$ cat config.mk
export PLATFORM = sky130hd
export DESIGN_NAME = stepper_step_dir_generator_unit
export DESIGN_NICKNAME = d
export VERILOG_FILES = /design/src/hw/rtl/sdg_pkg.sv /design/src/hw/rtl/sdg_in_stage.sv /design/src/hw/rtl/sdg_div45.sv /design/src/hw/rtl/sdg_core.sv /design/src/hw/rtl/stepper_step_dir_generator_unit.sv
export SDC_FILE = /design/constraint.sdc
export NUM_CORES = 2
export LEC_CHECK = 0
export ABC_AREA = 0
export BUFFER_PORTS_ARGS = -buffer_cell sky130_fd_sc_hd__buf_2
export CAP_MARGIN = 30
export CORE_MARGIN = 2
export CORE_UTILIZATION = 60
export CTS_CLUSTER_SIZE = 16
export DETAILED_ROUTE_END_ITERATION = 10
export PLACE_DENSITY = 0.77
export SLEW_MARGIN = 20
export SYNTH_ARGS = -nofsm -noshare
export SYNTH_HDL_FRONTEND = slang
export SYNTH_SLANG_ARGS = --single-unit
$ cat constraint.sdc
create_clock -name clock -period 14.5 [get_ports clock]
set_clock_uncertainty 0.1 [all_clocks]
set_input_delay 0 -clock clock [delete_from_list [all_inputs] [get_ports clock]]
set_output_delay 0 -clock clock [all_outputs]
set_load 0.05 [all_outputs]
$ cat src/hw/rtl/sdg_pkg.sv
// ----------------------------------------------------------------------------
// sdg_pkg
// Shared widths, command codes, constants and bundle types of the step and
// direction pulse generator.
// ----------------------------------------------------------------------------
`default_nettype none

package sdg_pkg;

   localparam int PULSE_WIDTH = 5;

   localparam int PERIOD_W   = 20;
   localparam int SPR_W      = 16;
   localparam int ANGLE_W    = 24;
   localparam int POS_W      = 32;
   localparam int CMD_W      = 3;
   localparam int CSR_IDX_W  = 1;
   localparam int REQ_DATA_W = 32;
   localparam int RSP_DATA_W = 40;
   localparam int RSP_USED_W = 5 + POS_W;

   localparam logic [PERIOD_W-1:0] PERIOD_RESET = PERIOD_W'(1250);
   localparam logic [SPR_W-1:0]    SPR_RESET    = SPR_W'(200);

   localparam logic [PERIOD_W-1:0] PW_TICKS   = PERIOD_W'(PULSE_WIDTH);
   localparam logic [PERIOD_W-1:0] MIN_PERIOD = PERIOD_W'(PULSE_WIDTH + 1);

   // One full turn is 360 degrees in steps of 1/256 degree, that is 45 * 2^11.
   localparam int DEG_FULL_Q8 = 360 * 256;
   localparam int DIV_SHIFT   = 11;
   localparam int DIV_ODD     = DEG_FULL_Q8 >> DIV_SHIFT;

   localparam int PROD_W  = ANGLE_W + SPR_W;
   localparam int NUM_W   = PROD_W - DIV_SHIFT;
   localparam int STEPS_W = 23;

   localparam logic [PROD_W-1:0] MOVE_MIN = PROD_W'(DEG_FULL_Q8);

   // Reciprocal of 45, exact for every numerator below 2^NUM_W.
   localparam int RECIP_K = NUM_W + 6;
   localparam int RECIP_W = 30;
   localparam logic [63:0] RECIP_M64 =
      ((64'd1 << RECIP_K) + 64'(DIV_ODD) - 64'd1) / 64'(DIV_ODD);
   localparam logic [RECIP_W-1:0] RECIP_M = RECIP_M64[RECIP_W-1:0];
   localparam int MUL_W = NUM_W + RECIP_W;

   localparam logic [CSR_IDX_W-1:0] CSR_STEP_PERIOD   = CSR_IDX_W'(0);
   localparam logic [CSR_IDX_W-1:0] CSR_STEPS_PER_REV = CSR_IDX_W'(1);

   typedef enum logic [CMD_W-1:0] {
      CMD_TICK       = 3'd0,
      CMD_ENGAGE     = 3'd1,
      CMD_DISENGAGE  = 3'd2,
      CMD_MOVE       = 3'd3,
      CMD_CONTINUOUS = 3'd4,
      CMD_STOP       = 3'd5,
      CMD_CLEAR      = 3'd6
   } sdg_cmd_type;

   typedef struct packed {
      logic              vld;
      sdg_cmd_type       cmd;
      logic              fwd;
      logic              move_dir;
      logic [PROD_W-1:0] prod;
   } sdg_item_type;

   typedef struct packed {
      logic             vld;
      logic [NUM_W-1:0] num;
   } sdg_div_req_type;

   typedef struct packed {
      logic               vld;
      logic [STEPS_W-1:0] steps;
   } sdg_steps_type;

endpackage

`default_nettype wire

$ cat src/hw/rtl/sdg_in_stage.sv
// ----------------------------------------------------------------------------
// sdg_in_stage
// Input register of the request stream; forms the angle magnitude, the move
// direction and the product of magnitude and steps per revolution.
// ----------------------------------------------------------------------------
`default_nettype none

module sdg_in_stage import sdg_pkg::*; (
   input  wire logic                  clock,
   input  wire logic                  reset,
   input  wire logic                  req_tvalid,
   output logic                       req_tready,
   input  wire logic [REQ_DATA_W-1:0] req_tdata,
   input  wire logic [CMD_W-1:0]      req_tuser,
   input  wire logic [SPR_W-1:0]      steps_per_rev,
   input  wire logic                  core_ready,
   output sdg_item_type               item
);

   logic                in_vld_ff;
   logic                in_vld_in;
   sdg_item_type        item_ff;
   sdg_item_type        item_in;
   logic [ANGLE_W-1:0]  angle;
   logic [ANGLE_W-1:0]  mag;
   logic                accept;

   assign req_tready = !in_vld_ff || core_ready;
   assign accept     = req_tvalid && req_tready;
   assign angle      = req_tdata[ANGLE_W-1:0];
   assign mag        = angle[ANGLE_W-1] ? (~angle + ANGLE_W'(1)) : angle;

   always_comb begin
      item_in          = item_ff;
      item_in.vld      = 1'b0;
      if (accept) begin
         item_in.cmd      = sdg_cmd_type'(req_tuser);
         item_in.fwd      = req_tdata[ANGLE_W];
         item_in.move_dir = req_tdata[ANGLE_W] ^ angle[ANGLE_W-1];
         item_in.prod     = mag * steps_per_rev;
      end
      if (accept) begin
         in_vld_in = 1'b1;
      end else if (core_ready) begin
         in_vld_in = 1'b0;
      end else begin
         in_vld_in = in_vld_ff;
      end
   end

   always_ff @(posedge clock) begin
      if (reset) begin
         in_vld_ff <= 1'b0;
      end else begin
         in_vld_ff <= in_vld_in;
      end
      item_ff <= item_in;
   end

   always_comb begin
      item     = item_ff;
      item.vld = in_vld_ff;
   end

endmodule

`default_nettype wire

$ cat src/hw/rtl/sdg_div45.sv
// ----------------------------------------------------------------------------
// sdg_div45
// Two-stage divide by 45 through a reciprocal multiply; turns the scaled
// angle product into the step count of a counted move.
// ----------------------------------------------------------------------------
`default_nettype none

module sdg_div45 import sdg_pkg::*; (
   input  wire logic            clock,
   input  wire logic            reset,
   input  wire sdg_div_req_type div_req,
   output sdg_steps_type        steps_load
);

   logic               v1_ff;
   logic               v2_ff;
   logic [NUM_W-1:0]   num_ff;
   logic [STEPS_W-1:0] quot_ff;
   logic [STEPS_W-1:0] quot_in;
   logic [MUL_W-1:0]   mul;

   assign mul     = num_ff * RECIP_M;
   assign quot_in = mul[RECIP_K +: STEPS_W];

   always_ff @(posedge clock) begin
      if (reset) begin
         v1_ff <= 1'b0;
         v2_ff <= 1'b0;
      end else begin
         v1_ff <= div_req.vld;
         v2_ff <= v1_ff;
      end
      num_ff  <= div_req.num;
      quot_ff <= quot_in;
   end

   assign steps_load = {v2_ff, quot_ff};

endmodule

`default_nettype wire

$ cat src/hw/rtl/sdg_core.sv
// ----------------------------------------------------------------------------
// sdg_core
// Motion state, command decode and tick handling, with the result register
// that drives the response stream.
// ----------------------------------------------------------------------------
`default_nettype none

module sdg_core import sdg_pkg::*; (
   input  wire logic                  clock,
   input  wire logic                  reset,
   input  wire sdg_item_type          item,
   output logic                       core_ready,
   input  wire logic [PERIOD_W-1:0]   step_period,
   input  wire sdg_steps_type         steps_load,
   output sdg_div_req_type            div_req,
   output logic                       rsp_tvalid,
   input  wire logic                  rsp_tready,
   output logic [RSP_DATA_W-1:0]      rsp_tdata
);

   logic                  enabled_ff, enabled_in;
   logic                  running_ff, running_in;
   logic                  cont_ff, cont_in;
   logic                  stop_ff, stop_in;
   logic                  dir_ff, dir_in;
   logic [STEPS_W-1:0]    steps_left_ff, steps_left_in;
   logic [PERIOD_W-1:0]   ticks_ff, ticks_in;
   logic [POS_W-1:0]      pos_ff, pos_in;
   logic                  rsp_vld_ff, rsp_vld_in;
   logic [RSP_DATA_W-1:0] rsp_data_ff, rsp_data_in;
   logic                  take;
   logic                  acc;
   logic [PERIOD_W-1:0]   eff_period;
   logic [PERIOD_W-1:0]   ticks_inc;
   logic [POS_W-1:0]      pos_step;

   assign core_ready = !rsp_vld_ff || rsp_tready;
   assign take       = item.vld && core_ready;
   assign eff_period = (step_period < MIN_PERIOD) ? MIN_PERIOD : step_period;
   assign ticks_inc  = ticks_ff + PERIOD_W'(1);
   assign pos_step   = dir_ff ? (pos_ff + POS_W'(1)) : (pos_ff - POS_W'(1));

   always_comb begin
      enabled_in    = enabled_ff;
      running_in    = running_ff;
      cont_in       = cont_ff;
      stop_in       = stop_ff;
      dir_in        = dir_ff;
      steps_left_in = steps_left_ff;
      ticks_in      = ticks_ff;
      pos_in        = pos_ff;
      acc           = 1'b0;
      div_req.vld   = 1'b0;
      div_req.num   = item.prod[PROD_W-1:DIV_SHIFT];

      if (take) begin
         unique case (item.cmd)
            CMD_TICK: begin
               if (running_ff) begin
                  if (cont_ff) begin
                     if (ticks_inc == PW_TICKS) begin
                        pos_in = pos_step;
                     end
                     if (ticks_inc == PW_TICKS && stop_ff) begin
                        running_in = 1'b0;
                        stop_in    = 1'b0;
                        cont_in    = 1'b0;
                        ticks_in   = '0;
                     end else begin
                        ticks_in = (ticks_inc >= eff_period) ? '0 : ticks_inc;
                     end
                  end else if (ticks_inc >= eff_period) begin
                     ticks_in      = '0;
                     pos_in        = pos_step;
                     steps_left_in = steps_left_ff - STEPS_W'(1);
                     if (steps_left_ff == STEPS_W'(1) || stop_ff) begin
                        running_in = 1'b0;
                        stop_in    = 1'b0;
                        cont_in    = 1'b0;
                     end
                  end else begin
                     ticks_in = ticks_inc;
                  end
               end
            end
            CMD_ENGAGE: begin
               enabled_in = 1'b1;
               acc        = 1'b1;
            end
            CMD_DISENGAGE: begin
               enabled_in = 1'b0;
               acc        = 1'b1;
            end
            CMD_MOVE: begin
               if (enabled_ff && !running_ff && item.prod >= MOVE_MIN) begin
                  running_in  = 1'b1;
                  cont_in     = 1'b0;
                  stop_in     = 1'b0;
                  dir_in      = item.move_dir;
                  ticks_in    = '0;
                  acc         = 1'b1;
                  div_req.vld = 1'b1;
               end
            end
            CMD_CONTINUOUS: begin
               if (enabled_ff && !running_ff) begin
                  running_in = 1'b1;
                  cont_in    = 1'b1;
                  stop_in    = 1'b0;
                  dir_in     = item.fwd;
                  ticks_in   = '0;
                  acc        = 1'b1;
               end
            end
            CMD_STOP: begin
               if (running_ff) begin
                  acc = 1'b1;
                  if (cont_ff && ticks_ff >= PW_TICKS) begin
                     running_in = 1'b0;
                     stop_in    = 1'b0;
                     cont_in    = 1'b0;
                     ticks_in   = '0;
                  end else begin
                     stop_in = 1'b1;
                  end
               end
            end
            CMD_CLEAR: begin
               pos_in = '0;
               acc    = 1'b1;
            end
            default: begin
            end
         endcase
      end

      // The step count arrives from the divider long before the first
      // period of the move can end.
      if (steps_load.vld) begin
         steps_left_in = steps_load.steps;
      end

      rsp_data_in = rsp_data_ff;
      if (take) begin
         rsp_data_in = {(RSP_DATA_W - RSP_USED_W)'(0), acc, pos_in, running_in,
                        !enabled_in, dir_in, running_in && (ticks_in < PW_TICKS)};
      end

      if (take) begin
         rsp_vld_in = 1'b1;
      end else if (rsp_tready) begin
         rsp_vld_in = 1'b0;
      end else begin
         rsp_vld_in = rsp_vld_ff;
      end
   end

   always_ff @(posedge clock) begin
      if (reset) begin
         enabled_ff    <= 1'b0;
         running_ff    <= 1'b0;
         cont_ff       <= 1'b0;
         stop_ff       <= 1'b0;
         dir_ff        <= 1'b0;
         steps_left_ff <= '0;
         ticks_ff      <= '0;
         pos_ff        <= '0;
         rsp_vld_ff    <= 1'b0;
      end else begin
         enabled_ff    <= enabled_in;
         running_ff    <= running_in;
         cont_ff       <= cont_in;
         stop_ff       <= stop_in;
         dir_ff        <= dir_in;
         steps_left_ff <= steps_left_in;
         ticks_ff      <= ticks_in;
         pos_ff        <= pos_in;
         rsp_vld_ff    <= rsp_vld_in;
      end
      rsp_data_ff <= rsp_data_in;
   end

   assign rsp_tvalid = rsp_vld_ff;
   assign rsp_tdata  = rsp_data_ff;

endmodule

`default_nettype wire

$ cat src/hw/rtl/stepper_step_dir_generator_unit.sv
// ----------------------------------------------------------------------------
// stepper_step_dir_generator_unit
// Step and direction pulse generator for a stepper driver, fed by tick words
// and command words.
// ----------------------------------------------------------------------------
// The unit takes one request word every clock cycle, each tick word standing
// for one microsecond, and returns exactly one response word per request once
// it has passed the input register, where the angle product is multiplied out,
// and the state and result register. A full response register does not stop
// intake; only a response held back by rsp_tready for more than one word
// stalls req_tready. The step count of a counted move is produced by a
// two-stage reciprocal divider and is in place before the first step period
// can end.
// ----------------------------------------------------------------------------
`default_nettype none

module stepper_step_dir_generator_unit import sdg_pkg::*; (
   input  wire logic                  clock,
   input  wire logic                  reset,
   input  wire logic                  req_tvalid,
   output logic                       req_tready,
   // angle_q8 [23:0], forward [24], zero [31:25]
   input  wire logic [REQ_DATA_W-1:0] req_tdata,
   // cmd [2:0]
   input  wire logic [CMD_W-1:0]      req_tuser,
   output logic                       rsp_tvalid,
   input  wire logic                  rsp_tready,
   // step_level [0], dir_level [1], enable_n [2], is_moving [3],
   // position_count [35:4], accepted [36], zero [39:37]
   output logic [RSP_DATA_W-1:0]      rsp_tdata,
   input  wire logic                  csr_we,
   input  wire logic [CSR_IDX_W-1:0]  csr_addr,
   input  wire logic [PERIOD_W-1:0]   csr_wdata
);

   logic [PERIOD_W-1:0] period_ff, period_in;
   logic [SPR_W-1:0]    spr_ff, spr_in;
   sdg_item_type        item;
   logic                core_ready;
   sdg_div_req_type     div_req;
   sdg_steps_type       steps_load;

   always_comb begin
      period_in = period_ff;
      spr_in    = spr_ff;
      if (csr_we) begin
         unique case (csr_addr)
            CSR_STEP_PERIOD:   period_in = csr_wdata;
            CSR_STEPS_PER_REV: spr_in    = csr_wdata[SPR_W-1:0];
            default: begin
            end
         endcase
      end
   end

   always_ff @(posedge clock) begin
      if (reset) begin
         period_ff <= PERIOD_RESET;
         spr_ff    <= SPR_RESET;
      end else begin
         period_ff <= period_in;
         spr_ff    <= spr_in;
      end
   end

   sdg_in_stage u_in_stage (
      .clock         (clock),
      .reset         (reset),
      .req_tvalid    (req_tvalid),
      .req_tready    (req_tready),
      .req_tdata     (req_tdata),
      .req_tuser     (req_tuser),
      .steps_per_rev (spr_ff),
      .core_ready    (core_ready),
      .item          (item)
   );

   sdg_div45 u_div45 (
      .clock      (clock),
      .reset      (reset),
      .div_req    (div_req),
      .steps_load (steps_load)
   );

   sdg_core u_core (
      .clock       (clock),
      .reset       (reset),
      .item        (item),
      .core_ready  (core_ready),
      .step_period (period_ff),
      .steps_load  (steps_load),
      .div_req     (div_req),
      .rsp_tvalid  (rsp_tvalid),
      .rsp_tready  (rsp_tready),
      .rsp_tdata   (rsp_tdata)
   );

   assert property (@(posedge clock) disable iff (reset)
      rsp_tvalid |-> !(rsp_tdata[0] && !rsp_tdata[3]))
      else $error("step pulse reported while not moving");

   assert property (@(posedge clock) disable iff (reset)
      !rsp_tvalid |-> req_tready)
      else $error("request stalled with an empty response register");

   assert property (@(posedge clock)
      reset |=> !rsp_tvalid)
      else $error("response valid right after reset");

   assert property (@(posedge clock) disable iff (reset)
      steps_load.vld |-> !div_req.vld)
      else $error("counted move started while a step count was in flight");

endmodule

`default_nettype wire

==> results.toml <==
[critical_path]
crit_path_frequent_cell = "fa_1"
arrival_ns = 8.54
slowest_delay_ns = 0.72
setup.worst_path.end = "u_in_stage.item[38]"
r2r_slack_ns = 6.58
cp-end-kind = "register"
crit_start = "req_tdata[2]"
path_class = "primary input to register"
slowest_stage = "o41ai_1"
r2r-start = "u_div45.num_ff[14]"
critPathLaunchType = "primary input"
r2r_cells = 23
required_ns = 14.84
r2r-end = "u_div45.quot_ff[8]"
crit_fanout = 16

[final_layout]
final_nets = 5107
synthToLayoutAreaGrowth_pct = 7.58
multiInputGateArea_sq_mm = 0.0273
regArea_sq_mm = 0.00558
fillers = 4792
final_common_cell = "inv_1"
antenna_cells = 0
most-common-layout-cells = "828 x inv_1, 596 x fa_1, 485 x ha_1"
drive_gt1_share_pct = 5.49

[timing]
period_share_pct = 56.5
fmax_mhz = 122
layout_min_cycle_time_ns = 8.20
finalHoldViolCount = 0
setup_viol = 0
fin_setup_tns_ns = 0
slew_headroom_pct = 34.8
slew_violations = 0
rsz0062_at_grt = "no"
worst_pin_slew_ns = 0.973
finalWorstSetupSlack_ns = 6.30

[synthesis]
synth-simple-area-share_pct = 12.9
yosysUniqueCellTypes = 84
synth-main-ff-cell = "dfxtp_1"
synth_warnings = 0
synthAdderAreaFrac_pct = 49.4
synth_edf_count = 71
synthMuxAreaShare_pct = 0.467
synth.yosys.seq_area_share_pct = 15.3
syn_inst = 3894
synth-compound-area-share_pct = 8.93
synth-async-reset-ratio_pct = 0
ys_seq_elements = 243
synth_xor_area_share_pct = 3.07
syn_area_per_cell_sq_um = 9.36
synth_top_family_by_area = "adder cells"
netlist_area_sq_mm = 0.0365

[placement]
gp_congestion = 0.949
port_buffers = 92
dp_slack_ns = 5.77
dp_hpwl_um = 69500

[global_route]
grtUsageTotal_pct = 28.9
grt_pass1_vias = 28400
grt_pass1_wl_um = 145000
grt_max_degree = 79
antenna_found_initial = 0
overflow = 0

[cts]
cts.sinks = 243
clkTransAtPathRegs_ns = 0.06
clock_path_buffers = 3
cts_root_buf = "clkbuf_16"
insertion_delay_ns = 0.57
cts_tree = "built"
htree_num_levels = 1
cts_buffers = 28

[min_path]
hold_path_depth = 3
min_path_type = "primary input to register"

[floorplan]
die_w_um = 251
die_h_um = 251
ios = 103
dieArea_sq_mm = 0.0628
core_sq_mm = 0.0602
core.rowCount = 90
start_util_pct = 60.5

[detailed_routing]
wirelength_um = 88500
remaining_drc_errors = 0
drt_pass1_iterations = 5
vias = 27100
avgViaCountPerCell = 5.67
ant_nets = 0
drtIter0Drc = 1893
post_drt_wl_per_cell_um = 18.6

[status]
status = "complete, no violations"

[run]
maxCapViolCount = 0
[metrics by stage]
| step | hold slack [ns] | area [sq um] | utilization (%) | instances |
|---|---|---|---|---|
| 2_1_floorplan | -0.00113 | 36500 | - | 3896 |
| 3_3_place_gp | 0.0770 | 37800 | 62.7 | 4680 |
| 3_5_place_dp | 0.0806 | 37800 | 62.7 | 4682 |
| 4_1_cts | 0.0130 | 39200 | 65.1 | 4766 |
| 5_1_grt | 0.0296 | 39200 | 65.1 | 4769 |
| 6_report | 0.0200 | 39200 | 65.1 | 4769 |
[layout make-up]
| type | count | share of cell area (%) |
|---|---|---|
| Tap cell | 782 | 2.49 |
| Clock inverter | 22 | 0.915 |
| Sequential cell | 243 | 14.2 |
| Clock buffer | 30 | 1.83 |
| Multi-Input combinational cell | 2693 | 69.7 |
| Inverter | 829 | 7.93 |
| Timing Repair Buffer | 170 | 2.91 |
[cells by family (layout without fill, tap and decap cells)]
family | Yosys count | count (layout)
AO/OA/AOI/OAI | 487 | 487
XOR/XNOR | 128 | 128
adder cells (fa/ha/maj) | 1081 | 1081
buffers and inverters | 960 | 1051
flip-flops | 243 | 243
multiplexers | 17 | 17
other | 1 | 3
AND/OR/NAND/NOR | 977 | 977
[layer usage]
layer | up-vias | share of wire (%) | global-route usage, %
met2 | 1080 | 47 | 47.8
met5 | - | 0 | 0
li1 | 12500 | - | -
met1 | 13300 | 42 | 39.0
met4 | 0 | 3.2 | 8.50
met3 | 187 | 8.2 | 5.18
[timing repair]
action,CTS,global route
hold endpoints to repair,43,0
hold buffers,32,0
buffers inserted,0,0
resized for setup,0,0
[critical path, delay by kind of cell]
kind | cells | cell delay (ns)
xor+xnor | 1 | 0.40
compound gates | 9 | 2.87
fa+ha+maj | 7 | 3.50
simple gates | 7 | 1.35
buf+inv | 6 | 0.41
[worst min path at each step]
stage / startpoint / end / slack [ns]
2_1_floorplan: req_tdata[24] / u_in_stage.item[41] / -0.001
3_5_place_dp: req_tuser[2] / u_in_stage.item[44] / 0.08
6_report: reset / u_core.ticks_ff[1] / 0.02
4_1_cts: req_tuser[2] / u_in_stage.item[44] / 0.01
5_1_grt: req_tuser[0] / u_in_stage.item[42] / 0.03
3_3_place_gp: req_tuser[2] / u_in_stage.item[44] / 0.08
[flip-flops by register name (all words and copies together) (netlist names), 16 cells and up]
name	cells
u_core.rsp_tdata	37
u_div45.quot_ff	23
u_core.pos_ff	32
u_core.ticks_ff	20
period_ff	20
u_in_stage.item	34
u_core.steps_left_ff	23
spr_ff	16
u_div45.num_ff	29
[Yosys cell counts (all sizes together) (57+ instances only)]
| cell | number | area, sq um |
|---|---|---|
| edfxtp | 71 | 2130 |
| xnor2 | 95 | 832 |
| clkbuf | 108 | 405 |
| dfxtp | 172 | 3440 |
| ha | 485 | 6070 |
| a21o | 57 | 428 |
| nor2 | 135 | 509 |
| nand2 | 427 | 1610 |
| and2 | 161 | 1010 |
| fa | 596 | 11900 |
| o21ai | 89 | 449 |
| inv | 828 | 3110 |
| a21oi | 125 | 626 |
Power is not shown: default switching activity piles up to over one toggle a cycle in this logic, so the estimate is an artifact.
